## src/hw/rtl/isrt_pkg.sv

```systemverilog
// Shared types and constants for the insertion sorter.
// No dependencies; imported by isrt_cell, insertion_sorter and tb_top.
`timescale 1ns / 1ps
`default_nettype none

package isrt_pkg;

  // Width of the value field on both stream channels.
  localparam int unsigned VALUE_W = 32;

  // Per-cycle command broadcast from the top level to every cell.
  typedef struct packed {
    logic ins;  // insert the arriving word into the sorted row
    logic pop;  // shift the row one place toward cell 0 (result taken)
  } cell_ctl_t;

endpackage

`default_nettype wire

```

## src/hw/rtl/isrt_cell.sv

```systemverilog
// One compare-and-shift cell of the sorting row.
// Depends on isrt_pkg for the cell command struct.
`timescale 1ns / 1ps
`default_nettype none

module isrt_cell #(
  parameter int unsigned WIDTH = 32
) (
  input  wire logic                  clk,
  input  wire logic                  rst_n,
  input  wire isrt_pkg::cell_ctl_t   ctl,
  input  wire logic [WIDTH-1:0]      new_val,
  input  wire logic [WIDTH-1:0]      left_val,
  input  wire logic                  left_valid,
  input  wire logic                  left_gt,
  input  wire logic [WIDTH-1:0]      right_val,
  input  wire logic                  right_valid,
  output logic                       gt,
  output logic [WIDTH-1:0]           val,
  output logic                       valid
);
  import isrt_pkg::*;

  logic [WIDTH-1:0] val_r, val_nxt;
  logic             vld_r, vld_nxt;
  logic             take;

  // Strictly greater, so equal values keep their arrival order.
  assign gt = vld_r && ($signed(val_r) > $signed(new_val));

  // A cell takes a word when its own entry moves right, or when it is the
  // first free slot behind the insertion point.
  assign take = gt || (!vld_r && (left_gt || left_valid));

  always_comb begin
    val_nxt = val_r;
    vld_nxt = vld_r;
    if (ctl.pop) begin
      val_nxt = right_val;
      vld_nxt = right_valid;
    end else if (ctl.ins && take) begin
      val_nxt = left_gt ? left_val : new_val;
      vld_nxt = 1'b1;
    end
  end

  always_ff @(posedge clk) begin
    if (!rst_n) begin
      vld_r <= 1'b0;
    end else begin
      vld_r <= vld_nxt;
    end
    val_r <= val_nxt;
  end

  assign val   = val_r;
  assign valid = vld_r;

endmodule

`default_nettype wire

```

## config.mk

```make
export PLATFORM = sky130hd
export DESIGN_NAME = isrt_cell
export DESIGN_NICKNAME = d
export VERILOG_FILES = /design/src/hw/rtl/isrt_pkg.sv /design/src/hw/rtl/isrt_cell.sv
export SDC_FILE = /design/constraint.sdc
export NUM_CORES = 1
export LEC_CHECK = 0
export BUFFER_PORTS_ARGS = -buffer_cell sky130_fd_sc_hd__buf_2
export CORE_AREA = 2 2 75 77
export CTS_CLUSTER_SIZE = 40
export DETAILED_ROUTE_END_ITERATION = 8
export DIE_AREA = 0 0 77 79
export PLACE_DENSITY = 0.85
export SLEW_MARGIN = 40
export SYNTH_ARGS = -nofsm -noshare
export SYNTH_HDL_FRONTEND = slang
export SYNTH_SLANG_ARGS = --single-unit
```

## constraint.sdc

```tcl
create_clock -name clk -period 6.3 [get_ports clk]
set_clock_uncertainty 0.15 [all_clocks]
set_input_delay 0.945 -clock clk [delete_from_list [all_inputs] [get_ports clk]]
set_output_delay 0.945 -clock clk [all_outputs]
set_load 0.02 [all_outputs]
```

==> flow_results.xml <==
<?xml version="1.0" encoding="UTF-8"?>
<metrics>
  <group name="drt">
    <metric name="route.detailed.wl_per_inst" unit="microns">13.9</metric>
    <metric name="drcViolationCount" unit="">0</metric>
    <metric name="dr_total_vias" unit="">2439</metric>
    <metric name="ant_nets" unit="">0</metric>
    <metric name="dr.first_iter.drc_count" unit="">71</metric>
    <metric name="route.detailed.vias_per_inst" unit="">5.13</metric>
    <metric name="drt_pre_antenna_iters" unit="">4</metric>
    <metric name="post_detailed_routing_wire_length" unit="mm">6.62</metric>
  </group>
  <group name="clocking">
    <metric name="cts-hold-fix-buffers" unit="">0</metric>
    <metric name="cts-htree-levels" unit="">2</metric>
    <metric name="clockBufferDepth" unit="">2</metric>
    <metric name="cts_setup_buffers" unit="">0</metric>
    <metric name="clock_sinks" unit="">33</metric>
    <metric name="resize_count_post_cts" unit="">0</metric>
    <metric name="clock_latency_on_the_worst_skew_pair" unit="ns">0.29</metric>
    <metric name="clock_pin_transition_on_the_worst_setup_and_hold_timing_paths" unit="ns">0.07</metric>
    <metric name="cts-root-buf" unit="">sky130_fd_sc_hd__clkbuf_8</metric>
    <metric name="cts_inserted_buffers" unit="">5</metric>
    <metric name="cts_tree" unit="">yes</metric>
  </group>
  <group name="synth">
    <metric name="yosys_register_bits" unit="">33</metric>
    <metric name="synth_top_family_by_area" unit="">adder cells</metric>
    <metric name="synth_ff_type" unit="">sky130_fd_sc_hd__edfxtp_1</metric>
    <metric name="synth_xor_area_share" unit="%">0</metric>
    <metric name="synth_fa_ha_area_share" unit="%">15.9</metric>
    <metric name="synthesis.area_per_instance" unit="sq um">9.34</metric>
    <metric name="synth-compound-area-share" unit="%">14.5</metric>
    <metric name="ys.warnings.count" unit="">0</metric>
    <metric name="synthMuxAreaShare" unit="%">12.8</metric>
    <metric name="async_reset_ff_share" unit="%">0</metric>
    <metric name="post_synth_inst_count" unit="">269</metric>
    <metric name="sequential_area_share_after_synthesis" unit="%">39.1</metric>
    <metric name="number_of_library_cell_types_mapped_by_synthesis" unit="">30</metric>
    <metric name="yosys.area_share.simple" unit="%">10.8</metric>
    <metric name="synth.cell_area" unit="sq um">2510</metric>
    <metric name="synth-edff-count" unit="">32</metric>
    <metric name="synth.net_count" unit="">404</metric>
  </group>
  <group name="global_route">
    <metric name="gr-usage-all-layers" unit="%">21.8</metric>
    <metric name="leftover_overflow_at_the_end_of_global_routing" unit="">0</metric>
    <metric name="antenna_violations_before_repair" unit="">0</metric>
    <metric name="first_pass_grt_wire_length" unit="mm">10.5</metric>
    <metric name="grt_max_degree" unit="">66</metric>
    <metric name="number_of_global_route_vias_before_repair" unit="">2307</metric>
  </group>
  <group name="hold_path">
    <metric name="hold_path.class" unit="">flop to flop</metric>
    <metric name="whs_path_depth" unit="">2</metric>
    <metric name="whs_endpoint" unit="">valid</metric>
    <metric name="timing.hold.worst.start" unit="">valid</metric>
  </group>
  <group name="floorplanning">
    <metric name="ioPinCount" unit="">137</metric>
    <metric name="core_area" unit="sq um">5340</metric>
    <metric name="chipHeight" unit="microns">79</metric>
    <metric name="die_width" unit="microns">77</metric>
    <metric name="start_util" unit="%">47.0</metric>
    <metric name="die-area" unit="sq um">6080</metric>
    <metric name="placementRows" unit="">27</metric>
  </group>
  <group name="finish">
    <metric name="diodes_inserted" unit="">0</metric>
    <metric name="finish.cell_count_without_fillers" unit="">475</metric>
    <metric name="layout-drive-gt1-share" unit="%">36.0</metric>
    <metric name="final_util" unit="%">62.6</metric>
    <metric name="post_route_cell_area" unit="sq um">3340</metric>
    <metric name="nets" unit="">537</metric>
    <metric name="synth_to_layout_area_growth" unit="%">33.0</metric>
  </group>
  <group name="outcome">
    <metric name="status" unit="">finished clean</metric>
  </group>
  <group name="placement">
    <metric name="numPortBuffers" unit="">136</metric>
    <metric name="globalplace.congestion" unit="">0.832</metric>
    <metric name="dp_cells" unit="">467</metric>
    <metric name="detailed_place.area" unit="sq um">3250</metric>
    <metric name="place_worst_setup_slack" unit="ns">2.45</metric>
    <metric name="dpl.hpwl" unit="mm">5.21</metric>
  </group>
  <group name="pwr">
    <metric name="ir_drop" unit="mV">0.102</metric>
    <metric name="p_leak" unit="nW">1.75</metric>
    <metric name="power_density" unit="nW/um^2">199</metric>
  </group>
  <group name="setup_path">
    <metric name="start_of_the_worst_register_to_register_path" unit="">val[14]</metric>
    <metric name="worst_setup_path_end_kind" unit="">output port</metric>
    <metric name="critical_path.cell_chain" unit="">buf_2 &gt; inv_1 &gt; ha_1 &gt; nand4_1 &gt; nor2_1 &gt; a22oi_1 &gt; o211ai_1 &gt; or3_1 &gt; a21boi_1 &gt; buf_2</metric>
    <metric name="worst-path-max-fanout" unit="">6</metric>
    <metric name="slowest_stage" unit="">sky130_fd_sc_hd__or3_1</metric>
    <metric name="critPathArrivalTime" unit="ns">2.77</metric>
    <metric name="worst-setup-path-type" unit="">input pin to output port</metric>
    <metric name="critPathLaunchType" unit="">input pin</metric>
    <metric name="reg2reg_to" unit="">val[18]</metric>
    <metric name="worst_r2r_path_depth" unit="">7</metric>
    <metric name="slowest_delay" unit="ns">0.37</metric>
    <metric name="reg2reg_setup_slack" unit="ns">3.23</metric>
    <metric name="critical_path_required" unit="ns">5.20</metric>
    <metric name="path_common_cell" unit="">sky130_fd_sc_hd__buf_2</metric>
  </group>
  <group name="timing">
    <metric name="timing.final.setup_violations" unit="">0</metric>
    <metric name="final_hold_viol_count" unit="">0</metric>
    <metric name="finalWorstSetupSlack" unit="ns">2.43</metric>
    <metric name="timing.setup.tns" unit="ns">0</metric>
    <metric name="final_max_slew_viols" unit="">0</metric>
    <metric name="max_clock_freq" unit="MHz">259</metric>
    <metric name="period_needed" unit="ns">3.87</metric>
    <metric name="rsz0062_at_grt" unit="">no</metric>
    <metric name="worstMarginPinSlew" unit="ns">0.622</metric>
    <metric name="part_of_the_cycle_the_worst_path_needs" unit="%">61.4</metric>
    <metric name="slew_headroom" unit="%">58.4</metric>
  </group>
  <group name="flow_run">
    <metric name="max_cap_violations" unit="">0</metric>
  </group>
</metrics>
## worst max-delay path: cells and delay by family
| family | cells | cell delay, ns |
|---|---|---|
| compound gates | 3 | 0.55 |
| fa+ha+maj | 1 | 0.34 |
| buf+inv | 3 | 0.32 |
| simple gates | 3 | 0.61 |
## where the power goes
| part | internal [W] | leakage, nW | switching (W) | total [W] |
|---|---|---|---|---|
| logic | 0.0000885 | 1.37 | 0.000124 | 0.000212 |
| clock network | 0.0000891 | 0.0455 | 0.0000777 | 0.000167 |
| registers | 0.000273 | 0.335 | 0.0000133 | 0.000286 |
| total | 0.000450 | 1.75 | 0.000215 | 0.000665 |
## kinds of logic (layout without fill, tap and decap cells)
group,after synthesis,count (layout)
AOI/OAI and AO/OA,65,65
and+or+nand+nor,62,62
buffers and inverters,45,179
DFF,33,33
adders and majority gates,32,32
muxes,32,32
## synthesized netlist by cell type, drive strengths merged (2+ instances only)
cell type | count | area [sq um]
o21ai | 40 | 204
mux2i | 32 | 320
ha | 32 | 400
nor3 | 2 | 10.0
clkbuf | 8 | 30.0
a31oi | 3 | 18.8
nand4 | 7 | 43.8
nor2 | 3 | 11.3
a21oi | 14 | 70.1
inv | 34 | 128
buf | 3 | 15.0
nand3 | 2 | 10.0
nand2 | 42 | 158
o211ai | 2 | 15.0
edfxtp | 32 | 961
## sequential cells by signal, indices dropped and copies added (netlist names)
name / flops
valid: 1
val: 32
## worst max path at each step
stage | startpoint | endpoint | slack (ns) | cells after the start
final | new_val[31] | gt | 2.43 | 10
after global routing | new_val[15] | gt | 2.26 | 9
after CTS | new_val[31] | gt | 2.45 | 10
after detailed placement | new_val[5] | gt | 2.45 | 10
after global placement | new_val[31] | gt | 2.48 | 10
after floorplan | new_val[7] | gt | 2.68 | 8
## stage by stage
step	hold slack [ns]	power [W]
6_report	0.360	0.000665
4_1_cts	0.353	0.000672
3_3_place_gp	0.331	0.000494
3_5_place_dp	0.342	0.000503
2_1_floorplan	0.410	0.000418
5_1_grt	0.416	0.000707
## area by class of cell
class                      instances  area [sq um]
clock buffer                       8          90.1
sequential                        33           981
inverter                          34           128
tap                               72          90.1
fill                             482          2000
timing repair buffer             137           693
multi-input combinational        191          1360
## layout by cell type (no fill, tap or decap), types with 2 or more instances in the layout
cell,count
sky130_fd_sc_hd__nand4_1,7
sky130_fd_sc_hd__a31oi_1,3
sky130_fd_sc_hd__nand3_1,2
sky130_fd_sc_hd__nand2_1,42
sky130_fd_sc_hd__nor3_1,2
sky130_fd_sc_hd__buf_4,3
sky130_fd_sc_hd__ha_1,32
sky130_fd_sc_hd__clkbuf_8,6
sky130_fd_sc_hd__inv_1,34
sky130_fd_sc_hd__edfxtp_1,32
sky130_fd_sc_hd__clkbuf_1,2
sky130_fd_sc_hd__buf_2,134
sky130_fd_sc_hd__nor2_1,3
sky130_fd_sc_hd__a21oi_1,14
sky130_fd_sc_hd__mux2i_1,32
sky130_fd_sc_hd__o21ai_0,38
sky130_fd_sc_hd__o211ai_1,2
## metal layers
layer	share of wire, %	track usage, %	up-vias
met2	50	37.9	103
met4	3.1	9.82	0
li1	-	-	1226
met3	5.3	3.64	19
met1	42	26.8	1091
met5	0	0	-
Power figures use the tool's default switching activity.
